$ cat src/rtl/slir_pkg.sv
`timescale 1ns / 1ps

package slir_pkg;

    localparam int DEPTH_DEF = 64;
    localparam int VAL_W     = 32;
    localparam int POS_W     = 6;
    localparam int CNT_W     = 7;
    localparam int ST_W      = 2;

    localparam logic OP_INSERT = 1'b0;
    localparam logic OP_REMOVE = 1'b1;

    localparam logic [ST_W-1:0] ST_DONE  = 2'd0;
    localparam logic [ST_W-1:0] ST_FULL  = 2'd1;
    localparam logic [ST_W-1:0] ST_RANGE = 2'd2;

    typedef struct packed {
        logic                    operation;
        logic signed [VAL_W-1:0] value;
        logic        [POS_W-1:0] position;
    } t_slir_in;

    typedef struct packed {
        logic signed [VAL_W-1:0] removed_value;
        logic        [CNT_W-1:0] entry_count;
        logic        [ST_W-1:0]  status;
    } t_slir_out;

    // broadcast from the top level to every cell
    typedef struct packed {
        logic                    en;
        logic                    ins;
        logic signed [VAL_W-1:0] value;
    } t_slir_ctl;

    // per-cell position flags, derived from count and position
    typedef struct packed {
        logic occupied;
        logic at_count;
        logic from_pos;
    } t_slir_loc;

endpackage

$ cat src/rtl/slir_cell.sv
`timescale 1ns / 1ps

module slir_cell
    import slir_pkg::*;
(
    input  logic                    i_clk,
    input  t_slir_ctl               i_ctl,
    input  t_slir_loc               i_loc,
    input  logic signed [VAL_W-1:0] i_left_val,
    input  logic                    i_left_ge,
    input  logic signed [VAL_W-1:0] i_right_val,
    output logic signed [VAL_W-1:0] o_val,
    output logic                    o_ge
);

    logic signed [VAL_W-1:0] r_val;
    logic signed [VAL_W-1:0] n_val;

    // occupied entry holds a value not below the broadcast one
    assign o_ge  = i_loc.occupied && !(r_val < i_ctl.value);
    assign o_val = r_val;

    always_comb begin
        n_val = r_val;
        if (i_ctl.en) begin
            if (i_ctl.ins) begin
                if (i_left_ge) begin
                    n_val = i_left_val;
                end else if (o_ge || i_loc.at_count) begin
                    n_val = i_ctl.value;
                end
            end else if (i_loc.from_pos) begin
                n_val = i_right_val;
            end
        end
    end

    always_ff @(posedge i_clk) begin
        r_val <= n_val;
    end

endmodule

$ cat config.mk
export PLATFORM = sky130hd
export DESIGN_NAME = slir_cell
export DESIGN_NICKNAME = d
export VERILOG_FILES = /design/src/rtl/slir_pkg.sv /design/src/rtl/slir_cell.sv
export SDC_FILE = /design/constraint.sdc
export NUM_CORES = 1
export LEC_CHECK = 0
export ABC_AREA = 1
export BUFFER_PORTS_ARGS = -buffer_cell sky130_fd_sc_hd__clkbuf_2
export CORE_MARGIN = 3
export CORE_UTILIZATION = 35
export DETAILED_ROUTE_END_ITERATION = 8
export PLACE_DENSITY = 0.77
export SETUP_SLACK_MARGIN = 0.4
export SYNTH_ARGS = -nofsm -noshare
export SYNTH_HDL_FRONTEND = slang
export SYNTH_SLANG_ARGS = --single-unit
$ cat constraint.sdc
create_clock -name i_clk -period 2.92 [get_ports i_clk]
set_input_delay 0.292 -clock i_clk [delete_from_list [all_inputs] [get_ports i_clk]]
set_output_delay 0.292 -clock i_clk [all_outputs]
set_load 0.05 [all_outputs]
== Word-level counts from Yosys, hierarchy flattened ==
Cells that the tools add are included.

* Muxes and demuxes: 4
* $lt $le $gt $ge: 1
* Divide/modulo/power cells: 0
* Reduce and logical (&&, ||, !) cells: 5
* $mul: 0
* Eq/ne operators: 1
* Shift operators: 0
* $add $sub $neg: 0
* Bitwise logic cells: 0

{| class="wikitable"
|+ Operators with widths
! operator !! number
|-
| two-way mux 32 bit || 4
|-
| less-than comparator 32 bit || 1
|-
| inequality test 3 x 1 -> 1 bit, second input constant || 1
|-
| AND reduction 3 bit || 1
|-
| nonzero test 2 bit || 1
|-
| logical AND 1 bit || 1
|-
| logical NOT 1 bit || 1
|-
| logical OR 1 bit || 1
|}

* Bits in writable memories: 0
* Memories: 0
* ROM bits: 0
* Flip-flop bits (word level): 32
* Bits in latches: 0

== Logic depth before layout (Yosys ltp) ==
Gate-level depths: netlist (run 1).

* Word-level depth: 7
* Gate-level depth with buffers: 15

== Least setup slack after synthesis (run 1) ==
OpenSTA, ideal clock, no wires.

* Path kind: reg2reg
* Start point: reg r_val[5] (netlist: o_val[5])
* End point: reg r_val[0] (netlist: o_val[0]), enable pin
* Setup time: 0.400 ns
* Clock period less this slack: 3.006 ns
* Stages on the path, launching flop included: 13
* Slack: -0.086 ns
* Data arrival time: 2.606 ns
* Path through: edfxtp_1 > ha_1 > a21oi_2 > nor2_1 > nor3_2 > nand2_1 > nand2_1 > nand2_1 > nand2_1 > nand2_1 > nand2_1 > nand3_2 > a21oi_2

* Cells in the longest elaborated chain, start to end: 6

{| class="wikitable"
|+ RTL lines
! item !! line !! text
|-
| from (decl) || slir_cell.sv:16 || <nowiki>logic signed [VAL_W-1:0] r_val;</nowiki>
|-
| from (signal assigned) || slir_cell.sv:39 || <nowiki>r_val <= n_val;</nowiki>
|-
| less-than comparator 32 bit || slir_cell.sv:20 || <nowiki>assign o_ge = i_loc.occupied && !(r_val < i_ctl.value);</nowiki>
|-
| logical NOT 1 bit || slir_cell.sv:20 ||
|-
| logical AND 1 bit || slir_cell.sv:20 ||
|-
| logical OR 1 bit || slir_cell.sv:29 || <nowiki>end else if (o_ge || i_loc.at_count) begin</nowiki>
|-
| inequality test 3 x 1 -> 1 bit (no line) || - ||
|-
| AND reduction 3 bit (no line) || - ||
|}

No other way between the ends.
A chain may end at the register's enable or synchronous reset.

== Worst setup path after layout (run 1) ==
* Start point: reg r_val[19] (netlist: o_val[19])
* End point: out o_ge

* Cells in the longest elaborated chain, start to end: 3

{| class="wikitable"
|+ RTL lines
! item !! line !! text
|-
| less-than comparator 32 bit || slir_cell.sv:20 ||
|-
| logical NOT 1 bit || slir_cell.sv:20 ||
|-
| logical AND 1 bit || slir_cell.sv:20 ||
|-
| to (decl) || slir_cell.sv:13 || <nowiki>output logic o_ge</nowiki>
|}

No other way between the ends.

==> results of run 1 <==
-- final cells by class --
| class | count | area share [%] |
|---|---|---|
| repair buffers | 139 | 21.2 |
| clock inverters | 1 | 0.112 |
| flip-flops and latches | 32 | 28.6 |
| multi-input cells | 229 | 39.6 |
| well taps | 93 | 3.46 |
| inverters | 43 | 4.80 |
| clock buffers | 7 | 2.27 |
-- cell families after synthesis --
kind of cell,synth area share (%)
buf+inv,8.46
flops,39.1
compound gates,17.9
simple gates,18.7
fa+ha+maj,15.8
-- worst max-delay path, cell delays in order, from the launching register on --
cell and delay [ns]:
edfxtp_1 0.39, ha_1 0.30, a21oi_1 0.15, o21ai_1 0.08, nand2_1 0.06, nand3_1 0.10
a21oi_2 0.17, nand2_1 0.07, nand2_1 0.06, nand3_2 0.09, inv_1 0.07, buf_4 0.19
-- layer usage --
metal / wire, um / part of all wire [%]
met1: 2950 / 43
met5: 0 / 0
met3: 479 / 7.0
met2: 3280 / 48
met4: 115 / 1.7
-- how the worst max path moves through the flow --
stage | startpoint | end | slack, ns | cells past startpoint
detailed placement | i_ctl[13] | o_val[4] | 0.47 | 13
global route | o_val[15] | o_val[0] | 0.42 | 12
CTS | o_val[13] | o_val[0] | 0.47 | 11
global placement | i_ctl[13] | o_val[2] | 0.51 | 13
floorplan | o_val[17] | o_val[0] | 0.29 | 10
finish | o_val[19] | o_ge | 0.62 | 11
-- through the flow --
step	utilization, %	setup slack [ns]	total power (W)	hold WS, ns	instance area (um2)
after floorplan	-	0.295	0.000874	0.483	2500
after global placement	49.9	0.510	0.00102	0.573	3280
after detailed placement	49.9	0.468	0.00103	0.577	3280
after CTS	51.1	0.474	0.00136	0.280	3360
after global routing	51.2	0.418	0.00143	0.287	3360
final	51.2	0.620	0.00134	0.290	3360
-- repair_timing --
item                                   CTS  global route
setup endpoints to repair                0            33
hold buffers                             0             0
resized for setup                        0             4
endpoints found under the hold margin    0             0
-- cells in the final DEF (no fill, tap or decap), drive strengths merged --
cell type	n
clkbuf	141
o21ai	69
nand2	63
inv	43
nor2	42
edfxtp	32
ha	31
a21oi	15
buf	5
nand3	5
nor3	3
nand4	1
clkinv	1
-- power by group through the flow --
stage	Combinational, W	Sequential [W]	Clock [W]
after floorplan	0.000184	0.000689	0
after global placement	0.000443	0.000580	0
after detailed placement	0.000452	0.000581	0
after CTS	0.000454	0.000571	0.000337
after global routing	0.000504	0.000576	0.000353
final	0.000449	0.000571	0.000321
==> run summary, run 1 <==
Outcome: finished, final reports clean
CTS clk-pin slew, worst paths: 0.07 ns
Sw Ratio: 34.8%
Met3 GRT Util: 4.42%
Largest net degree at the start of global routing: 33
Critical path launch point type: flip-flop
DRT Wirelength: 6.82 mm
CTS max path bufs: 2
Peak supply drop: 0.000192 V
Top-count cell post-synth: o21ai_0
Asr flop ratio synth: 0%
Rel. slew slack: 31.2%
Cell Int Power: 0.000874 W
TritonRoute pass-1 iters: 4
Number of flip-flops in the largest register: 32
PortBufs: 135
Io pins: 136
Detail Route Antenna Nets: 0
CTS tree: yes
Nets: 584
Vias: 2534
Clock power frac: 23.9%
Max Cap Viol: 0
Final slew viol count: 0
Clk_lat worst skew: 0.28 ns
Wire per inst: 12.5 um
Fmax: 435 MHz
Synthesized area per cell: 7.77 um2
Area growth syn-to-layout: 36.9%
Worst path required time: 2.63 ns
Core ar.: 6570 um2
Synth top area share: 39.1%
Crit-path max FO: 2
Worst Tran Pin Value: 1.03 ns
Hold/Removal Path Class: in -> reg
Register Area: 961 um2
Setup TNS: 0 ns
Crit path kind: reg -> out
Final Hold Vio Count: 0
CTS Sinks: 32
Die width: 89.8 um
Clock root cell: clkbuf_8
PD cells: 399 nW/um2
Syn nets: 450
Die height: 89.8 um
RSZ-0062 raised after global routing: false
Synth top cells by count: 68 x o21ai_0, 63 x nand2_1, 43 x inv_1
Most used routing layer: met2
Worst Hold End: o_val[22]
Net switching power: 0.000467 W
Critical R2R Capture: o_val[10]
Worst r2r path cells: 11
Inserted Clock Buffers: 5
Met1 GRT Util: 20.7%
# setup viols final: 0
Gpl congestion: 0.773
Cell taking the most area after synthesis: edfxtp_1
Part of the power in registers: 42.6%
Ant diodes: 0
Sequential fraction of the synthesis area: 39.1%
Layout fillers: 675
Vias in the first global route: 2569
Leakage: 1.76 nW
Worst r2r src: o_val[19]
Die footprint: 8060 um2
First-pass GRT wire length: 11.5 mm
Top FF cell, synth: edfxtp_1
Row cnt: 29
Worst hold start: i_right_val[22]
Logic pwr share: 33.5%
H-tree depth: 2
R2R Setup Slk: 0.64 ns
Final Cycle Share: 78.8%
Number of antenna violations at the first check in global routing: 0
Share of cells above drive strength 1: 34.8%
1st-iter DRT viols: 76
CP Capture Type: primary output
Cell count after synthesis: 316
GRT overflow: 0
Placed Instances: 536
Global routing usage on met2: 30.2%
Post-synthesis register bit count: 32
GRT Util Overall: 17.1%
Area of the multi-input gates: 1330 um2
Setup Buffers After CTS: 0
Cell variety after synth: 17
DPL Wire Length: 5.36 mm
Arr. time, crit path: 2.01 ns
Synthesized area: 2460 um2
Warnings from Yosys: 0
Top cells by area, synth: edfxtp_1 39%, ha_1 16%, o21ai_0 14%
Initial Util: 37.4%
Via density per instance: 4.66
Layout Cells excl Fill: 544
Fin crit period: 2.30 ns
Number of flops mapped to enable cells by yosys: 32
Hold depth: 3
Final Skew: 0.00803 ns
DR DRC count: 0
(Power assumes the default switching activity.)
==> inputs of run 2 (changes only) <==
--- a/config.mk
+++ b/config.mk
@@ -10,7 +10,7 @@
 export CORE_MARGIN = 3
 export CORE_UTILIZATION = 35
 export DETAILED_ROUTE_END_ITERATION = 8
-export PLACE_DENSITY = 0.77
+export PLACE_DENSITY = 0.79
 export SETUP_SLACK_MARGIN = 0.4
 export SYNTH_ARGS = -nofsm -noshare
 export SYNTH_HDL_FRONTEND = slang
==> constraint.sdc (replaced) <==
create_clock -name i_clk -period 1.9 [get_ports i_clk]
set_input_delay 0.19 -clock i_clk [delete_from_list [all_inputs] [get_ports i_clk]]
set_output_delay 0.19 -clock i_clk [all_outputs]
set_load 0.05 [all_outputs]
==> run summary, run 2 (synthesis results as in run 1) <==
DRT Wirelength: 7.41 mm (was 6.82 mm)
Post-CTS Hold Buffers: 0 (unchanged)
Gpl congestion: 0.804 (was 0.773)
H-tree depth: 2 (unchanged)
Placed cell areas: 3560 um2 (was 3280 um2)
Layout Cells excl Fill: 585 (was 544)
CP cell instances: ha_1 > nand2_1 > inv_1 > nand3_2 > inv_1 > a21oi_2 > nand2_1 > nand2_1 > nand2_1 > nand2_1 > nand3_2 > a21oi_4 > buf_12 > buf_12 (was ha_1 > a21oi_1 > o21ai_1 > nand2_1 > nand3_1 > a21oi_2 > nand2_1 > nand2_1 > nand3_2 > inv_1 > buf_4)
Initial Util: 37.4% (unchanged)
Number of flip-flops in the largest register: 32 (unchanged)
Worst r2r path cells: 14 (was 11)
Failing checks: negative setup slack
Worst r2r src: o_val[15] (was o_val[19])
PnR worst setup slack: -0.345 ns (was 0.620 ns)
Worst hold start: i_right_val[6] (was i_right_val[22])
Io pins: 136 (unchanged)
Cell with the largest stage delay on the worst path: edfxtp_1 (unchanged)
Part of the power in registers: 39.9% (was 42.6%)
Die height: 89.8 um (unchanged)
DPL Wire Length: 5.80 mm (was 5.36 mm)
Sw Ratio: 34.5% (was 34.8%)
Crit-path max FO: 12 (was 2)
Fin crit period: 2.24 ns
Commonest non-fill, non-tap cells in the layout: 134 x clkbuf_2, 66 x o21ai_0, 63 x nand2_1, 43 x inv_1 (was 134 x clkbuf_2, 66 x o21ai_0, 63 x nand2_1, 43 x inv_1, 40 x nor2_1)
Largest net degree at the start of global routing: 33 (unchanged)
Most frequent CP cell: nand2_1 (unchanged)
Vias: 2745 (was 2534)
Critical path launch point type: flip-flop (unchanged)
Final Cell Area: 3780 um2 (was 3360 um2)
CP delay by family, top: simple AND/OR/NAND/NOR gates (was compound AO/OA/AOI/OAI gates)
Core ar.: 6570 um2 (unchanged)
Clk_lat worst skew: 0.28 ns (about the same)
Die width: 89.8 um (unchanged)
TritonRoute pass-1 iters: 4 (unchanged)
GRT overflow: 0 (unchanged)
CTS clk-pin slew, worst paths: 0.07 ns (about the same)
Clock root cell: clkbuf_8 (unchanged)
CTS max path bufs: 2 (unchanged)
Place WS: -0.330 ns (was 0.468 ns)
RSZ-0062 raised after global routing: true (was false)
Crit path kind: reg -> reg (was reg -> out)
Layout fillers: 609 (was 675)
Hold depth: 3 (unchanged)
1st-iter DRT viols: 87 (was 76)
Cell Int Power: 0.00144 W (was 0.000874 W)
Rel. slew slack: 71.9% (was 31.2%)
Placed Instances: 570 (was 536)
Inserted Clock Buffers: 5 (unchanged)
Detail Route Antenna Nets: 0 (unchanged)
CP Capture Type: flip-flop (was primary output)
Worst Hold End: o_val[6] (was o_val[22])
Critical R2R Capture: o_val[3] (was o_val[10])
CTS tree: yes (unchanged)
Die footprint: 8060 um2 (unchanged)
Worst Tran Pin Value: 0.416 ns (was 1.03 ns)
R2R Setup Slk: -0.34 ns (was 0.64 ns)
Hold/Removal Path Class: in -> reg (unchanged)
Leakage: 1.98 nW (was 1.76 nW)
Max Cap Viol: 0 (unchanged)
Nets: 625 (was 584)
Final Hold Vio Count: 0 (unchanged)
# setup viols final: 33 (was 0)
Wire per inst: 12.7 um (was 12.5 um)
Logic pwr share: 37.6% (was 33.5%)
Final Skew: 0.00776 ns (was 0.00803 ns)
PortBufs: 135 (unchanged)
Number of antenna violations at the first check in global routing: 0 (unchanged)
Crit path largest cell delay: 0.40 ns (was 0.39 ns)
DR DRC count: 0 (unchanged)
Area growth syn-to-layout: 53.9% (was 36.9%)
Final Cycle Share: 118%
Ant diodes: 0 (unchanged)
Outcome: finished with violations (was finished, final reports clean)
Via density per instance: 4.69 (was 4.66)
PD cells: 582 nW/um2 (was 399 nW/um2)
Fmax: 445 MHz
Share of cells above drive strength 1: 41.7% (was 34.8%)
Commonest non-fill, non-tap cell in the layout: clkbuf_2 (unchanged)
CP Depth: 14 (was 11)
Row cnt: 29 (unchanged)
Worst path required time: 1.89 ns (was 2.63 ns)
Peak supply drop: 0.000338 V (was 0.000192 V)
Net switching power: 0.000760 W (was 0.000467 W)
GRT Util Overall: 18.1% (was 17.1%)
Final slew viol count: 0 (unchanged)
Arr. time, crit path: 2.24 ns (was 2.01 ns)
Clock power frac: 22.6% (was 23.9%)
First-pass GRT wire length: 12.3 mm (was 11.5 mm)
Vias in the first global route: 2759 (was 2569)
CTS Sinks: 32 (unchanged)
Buf/Inv on CP: 4 (was 2)
run 2: cell count changes in the layout (fill, tap and decap cells not counted), moves of 2 or more:
cell,before,now
buf_4,4,40
a21oi_1,10,6
a21oi_2,4,8
buf_12,0,3
ha_1,28,26
ha_4,3,5
run 2: worst max path at each step:
stage                          from   endpoint  slack [ns]
after detailed placement  o_val[11]   o_val[8]       -0.33
after CTS                  o_val[5]       o_ge       -0.32
after global routing       o_val[1]   o_val[5]       -0.48
after floorplan           o_val[17]   o_val[0]       -0.73
final                     o_val[15]   o_val[3]       -0.34
after global placement     o_val[3]  o_val[12]       -0.26
run 2: metrics by stage:
| stage | TNS, ns | total power (W) | utilization [%] | hold WS (ns) |
|---|---|---|---|---|
| 5_1_grt | -15.50 | 0.00235 | 57.6 | 0.189 |
| 2_1_floorplan | -23.45 | 0.00134 | - | 0.381 |
| 4_1_cts | -10.13 | 0.00220 | 56.4 | 0.184 |
| 3_5_place_dp | -10.32 | 0.00167 | 54.2 | 0.477 |
| 6_report | -11.05 | 0.00220 | 57.6 | 0.194 |
| 3_3_place_gp | -8.10 | 0.00165 | 54.2 | 0.471 |
run 2: worst register-to-register path: stages, from the launching register on:
cell and delay (ns):
edfxtp_1 0.40, ha_1 0.32, nand2_1 0.09, inv_1 0.05, nand3_2 0.07, inv_1 0.05
a21oi_2 0.13, nand2_1 0.08, nand2_1 0.07, nand2_1 0.06, nand2_1 0.07, nand3_2 0.10
a21oi_4 0.21, buf_12 0.14, buf_12 0.13
run 2: layout make-up:
cell class              instances  area [um2]  area share [%]
clock inverters                 1        3.75          0.0993
clock buffers                   7        76.3            2.02
repair buffers                180        1080            28.7
flip-flops and latches         32         961            25.4
multi-input cells             229        1380            36.4
well taps                      93         116            3.08
inverters                      43         161            4.27
run 2: power groups by stage:
stage | Combinational [W] | Clock (W) | Sequential, W
global route | 0.000912 | 0.000552 | 0.000884
floorplan | 0.000283 | 0 | 0.00106
CTS | 0.000809 | 0.000517 | 0.000877
finish | 0.000827 | 0.000497 | 0.000878
detailed placement | 0.000778 | 0 | 0.000892
global placement | 0.000758 | 0 | 0.000888
run 2: metal layers:
| layer | GRT usage, % | wire (um) |
|---|---|---|
| met5 | 0 | 0 |
| met4 | 3.19 | 77 |
| met3 | 3.76 | 413 |
| met2 | 34.3 | 3890 |
| met1 | 21.2 | 3030 |
run 2: repair_timing:
action / in CTS / in global routing
pin swaps: 1 / 2
endpoints found under the setup margin: 33 / 33
setup buffers: 2 / 4
gates resized for setup: 4 / 8
cloned: 1 / 0
==> inputs of run 3 (changes only) <==
--- a/config.mk
+++ b/config.mk
@@ -5,12 +5,12 @@
 export SDC_FILE = /design/constraint.sdc
 export NUM_CORES = 1
 export LEC_CHECK = 0
-export ABC_AREA = 1
+export ABC_CLOCK_PERIOD_IN_PS = 2750
 export BUFFER_PORTS_ARGS = -buffer_cell sky130_fd_sc_hd__clkbuf_2
 export CORE_MARGIN = 3
 export CORE_UTILIZATION = 35
 export DETAILED_ROUTE_END_ITERATION = 8
-export PLACE_DENSITY = 0.79
+export PLACE_DENSITY = 0.77
 export SETUP_SLACK_MARGIN = 0.4
 export SYNTH_ARGS = -nofsm -noshare
 export SYNTH_HDL_FRONTEND = slang
==> constraint.sdc (replaced) <==
create_clock -name i_clk -period 2.75 [get_ports i_clk]
set_input_delay 0.275 -clock i_clk [delete_from_list [all_inputs] [get_ports i_clk]]
set_output_delay 0.275 -clock i_clk [all_outputs]
set_load 0.05 [all_outputs]
==> run summary, run 3 <==
Outcome: finished with violations (unchanged)
Failing checks: negative setup slack (unchanged)
Via density per instance: 4.87 (was 4.69)
CTS Sinks: 32 (unchanged)
Die footprint: 7920 um2 (was 8060 um2)
Sequential fraction of the synthesis area: 39.9% (was 39.1%)
Final Skew: 0.00407 ns (was 0.00776 ns)
Area growth syn-to-layout: 40.6% (was 53.9%)
First-pass GRT wire length: 9.86 mm (was 12.3 mm)
Top cells by area, synth: edfxtp_1 40%, ha_1 16%, mux2i_1 14% (was edfxtp_1 39%, ha_1 16%, o21ai_0 14%)
Layout Cells excl Fill: 469 (was 585)
Placed Instances: 462 (was 570)
Nets: 528 (was 625)
CTS clk-pin slew, worst paths: 0.06 ns (was 0.07 ns)
Inserted Clock Buffers: 5 (unchanged)
DR DRC count: 0 (unchanged)
Syn nets: 387 (was 450)
Peak supply drop: 0.000212 V (was 0.000338 V)
Fin crit period: 2.78 ns
Synth top area share: 39.9% (was 39.1%)
Layout fillers: 627 (was 609)
Placed cell areas: 3260 um2 (was 3560 um2)
Number of antenna violations at the first check in global routing: 0 (unchanged)
Clk_lat worst skew: 0.28 ns (about the same)
Commonest non-fill, non-tap cells in the layout: 134 x clkbuf_2, 43 x a21oi_1, 36 x nor2_1, 32 x mux2i_1, 32 x edfxtp_1 (was 134 x clkbuf_2, 66 x o21ai_0, 63 x nand2_1, 43 x inv_1)
Number of flops mapped to enable cells by yosys: 32 (unchanged)
Die width: 89 um (was 89.8 um)
Gpl congestion: 0.785 (was 0.804)
Largest net degree at the start of global routing: 27 (was 33)
Vias in the first global route: 2219 (was 2759)
Register Area: 961 um2 (unchanged)
GRT overflow: 0 (unchanged)
Clock root cell: clkbuf_8 (unchanged)
Leakage: 1.77 nW (was 1.98 nW)
Commonest non-fill, non-tap cell in the layout: clkbuf_2 (unchanged)
CP Capture Type: primary output (was flip-flop)
Max Cap Viol: 0 (unchanged)
Share of cells above drive strength 1: 40.3% (was 41.7%)
Critical path launch point type: flip-flop (unchanged)
DRT Wirelength: 6.42 mm (was 7.41 mm)
Die height: 89 um (was 89.8 um)
PortBufs: 135 (unchanged)
Area of the multi-input gates: 1340 um2 (was 1380 um2)
DPL Wire Length: 5.42 mm (was 5.80 mm)
Worst path required time: 2.48 ns (was 1.89 ns)
Top FF cell, synth: edfxtp_1 (unchanged)
Final Cycle Share: 101%
Synthesized area: 2410 um2 (was 2460 um2)
Hold/Removal Path Class: in -> reg (unchanged)
PD cells: 420 nW/um2 (was 582 nW/um2)
Crit path kind: reg -> out (was reg -> reg)
Detail Route Antenna Nets: 0 (unchanged)
Rel. slew slack: 71.2% (was 71.9%)
Post-synthesis register bit count: 32 (unchanged)
Warnings from Yosys: 0 (unchanged)
Io pins: 136 (unchanged)
Final Cell Area: 3390 um2 (was 3780 um2)
RSZ-0062 raised after global routing: true (unchanged)
Arr. time, crit path: 2.51 ns (was 2.24 ns)
H-tree depth: 2 (unchanged)
GRT Util Overall: 16.1% (was 18.1%)
Crit-path max FO: 2 (was 12)
Wire per inst: 13.7 um (was 12.7 um)
Fmax: 359 MHz
Synthesized area per cell: 9.53 um2 (was 7.77 um2)
Cell variety after synth: 24 (was 17)
CTS max path bufs: 2 (unchanged)
Final Hold Vio Count: 0 (unchanged)
TritonRoute pass-1 iters: 4 (unchanged)
Top-count cell post-synth: a21oi_1 (was o21ai_0)
Synth top cells by count: 44 x a21oi_1, 36 x nor2_1, 33 x mux2i_1 (was 68 x o21ai_0, 63 x nand2_1, 43 x inv_1)
Cell count after synthesis: 253 (was 316)
# setup viols final: 24 (was 33)
Vias: 2286 (was 2745)
Final slew viol count: 0 (unchanged)
Place WS: -0.0819 ns (was -0.330 ns)
Asr flop ratio synth: 0% (unchanged)
PnR worst setup slack: -0.0342 ns (was -0.345 ns)
Core ar.: 6490 um2 (was 6570 um2)
CTS tree: yes (unchanged)
Initial Util: 37.1% (was 37.4%)
Power consumption: 0.00142 W (was 0.00220 W)
Cell taking the most area after synthesis: edfxtp_1 (unchanged)
Worst Tran Pin Value: 0.433 ns (was 0.416 ns)
Ant diodes: 0 (unchanged)
Number of flip-flops in the largest register: 32 (unchanged)
1st-iter DRT viols: 38 (was 87)
Row cnt: 29 (unchanged)
==> run 3: changes by cell type in the layout (fill, tap and decap cells not counted), moves of 4 or more <==
| cell | delta |
|---|---|
| a21oi_2 | -6 |
| nand2_1 | -54 |
| inv_1 | -12 |
| nor2_1 | -4 |
| nand4_1 | +4 |
| ha_1 | +4 |
| buf_4 | -33 |
| o21ai_0 | -63 |
| a21oi_1 | +37 |
| ha_4 | -4 |
| mux2i_1 | +32 |
==> run 3: cell type report <==
type	count	share of cell area (%)
repair buffers	145	23.7
flip-flops and latches	32	28.3
well taps	77	2.84
inverters	31	3.43
multi-input cells	179	39.6
clock buffers	5	2.03
==> run 3: per-stage QoR <==
step	setup TNS, ns	hold WS, ns	utilization (%)
after floorplan	-15.24	0.501	-
after global placement	-0.353	0.589	50.1
after detailed placement	-2.30	0.600	50.1
after CTS	-0.368	0.307	51.5
after global routing	-4.05	0.327	52.2
final	-0.533	0.312	52.2
==> run 3: power breakdown <==
part | internal, W | switching, W
sequential | 0.000584 | 0.0000192
clock | 0.000163 | 0.000158
combinational | 0.000199 | 0.000301
total | 0.000946 | 0.000478
==> run 3: logic make-up after synthesis <==
family                     Yosys count  share of synthesized area [%]
buffers and inverters               42                           6.69
DFF                                 32                           39.9
adders and majority gates           31                           16.1
and+or+nand+nor                     56                           9.81
AOI/OAI and AO/OA                   59                           13.9
muxes                               33                           13.7
==> run 3: worst max-delay path, stage by stage, from the launching register on <==
cell and delay, ns:
edfxtp_1 0.40, ha_1 0.32, a211o_1 0.29, a31oi_1 0.18, o221ai_2 0.13, a211oi_2 0.23
o31a_1 0.22, mux2i_4 0.28, buf_8 0.17
==> run 3: path summary, 6_finish.rpt <==
kind	depth (start not counted)	end	start	slack [ns]
worst min register to register	6	o_val[30]	o_val[31]	1.42
worst max register to register	9	o_val[0]	o_val[2]	-0.03
worst max-delay path	8	o_ge	o_val[2]	-0.03
worst min-delay path	3	o_val[21]	i_right_val[21]	0.31
==> run 3: per-layer routing <==
metal	wire (um)	global-route usage (%)	share of wire, %	vias to the layer above
li1	-	-	-	1187
met4	59	4.33	0.92	0
met5	0	0	0	-
met2	3460	30.7	54	73
met1	2440	17.2	38	1021
met3	457	4.98	7.1	5
==> run 3: repair_timing <==
item | in CTS | in global routing
hold buffers | 0 | 0
resized for setup | 4 | 4
gates cloned | 0 | 1
hold endpoints to repair | 0 | 0
buffers inserted | 0 | 1
endpoints found under the setup margin | 33 | 33
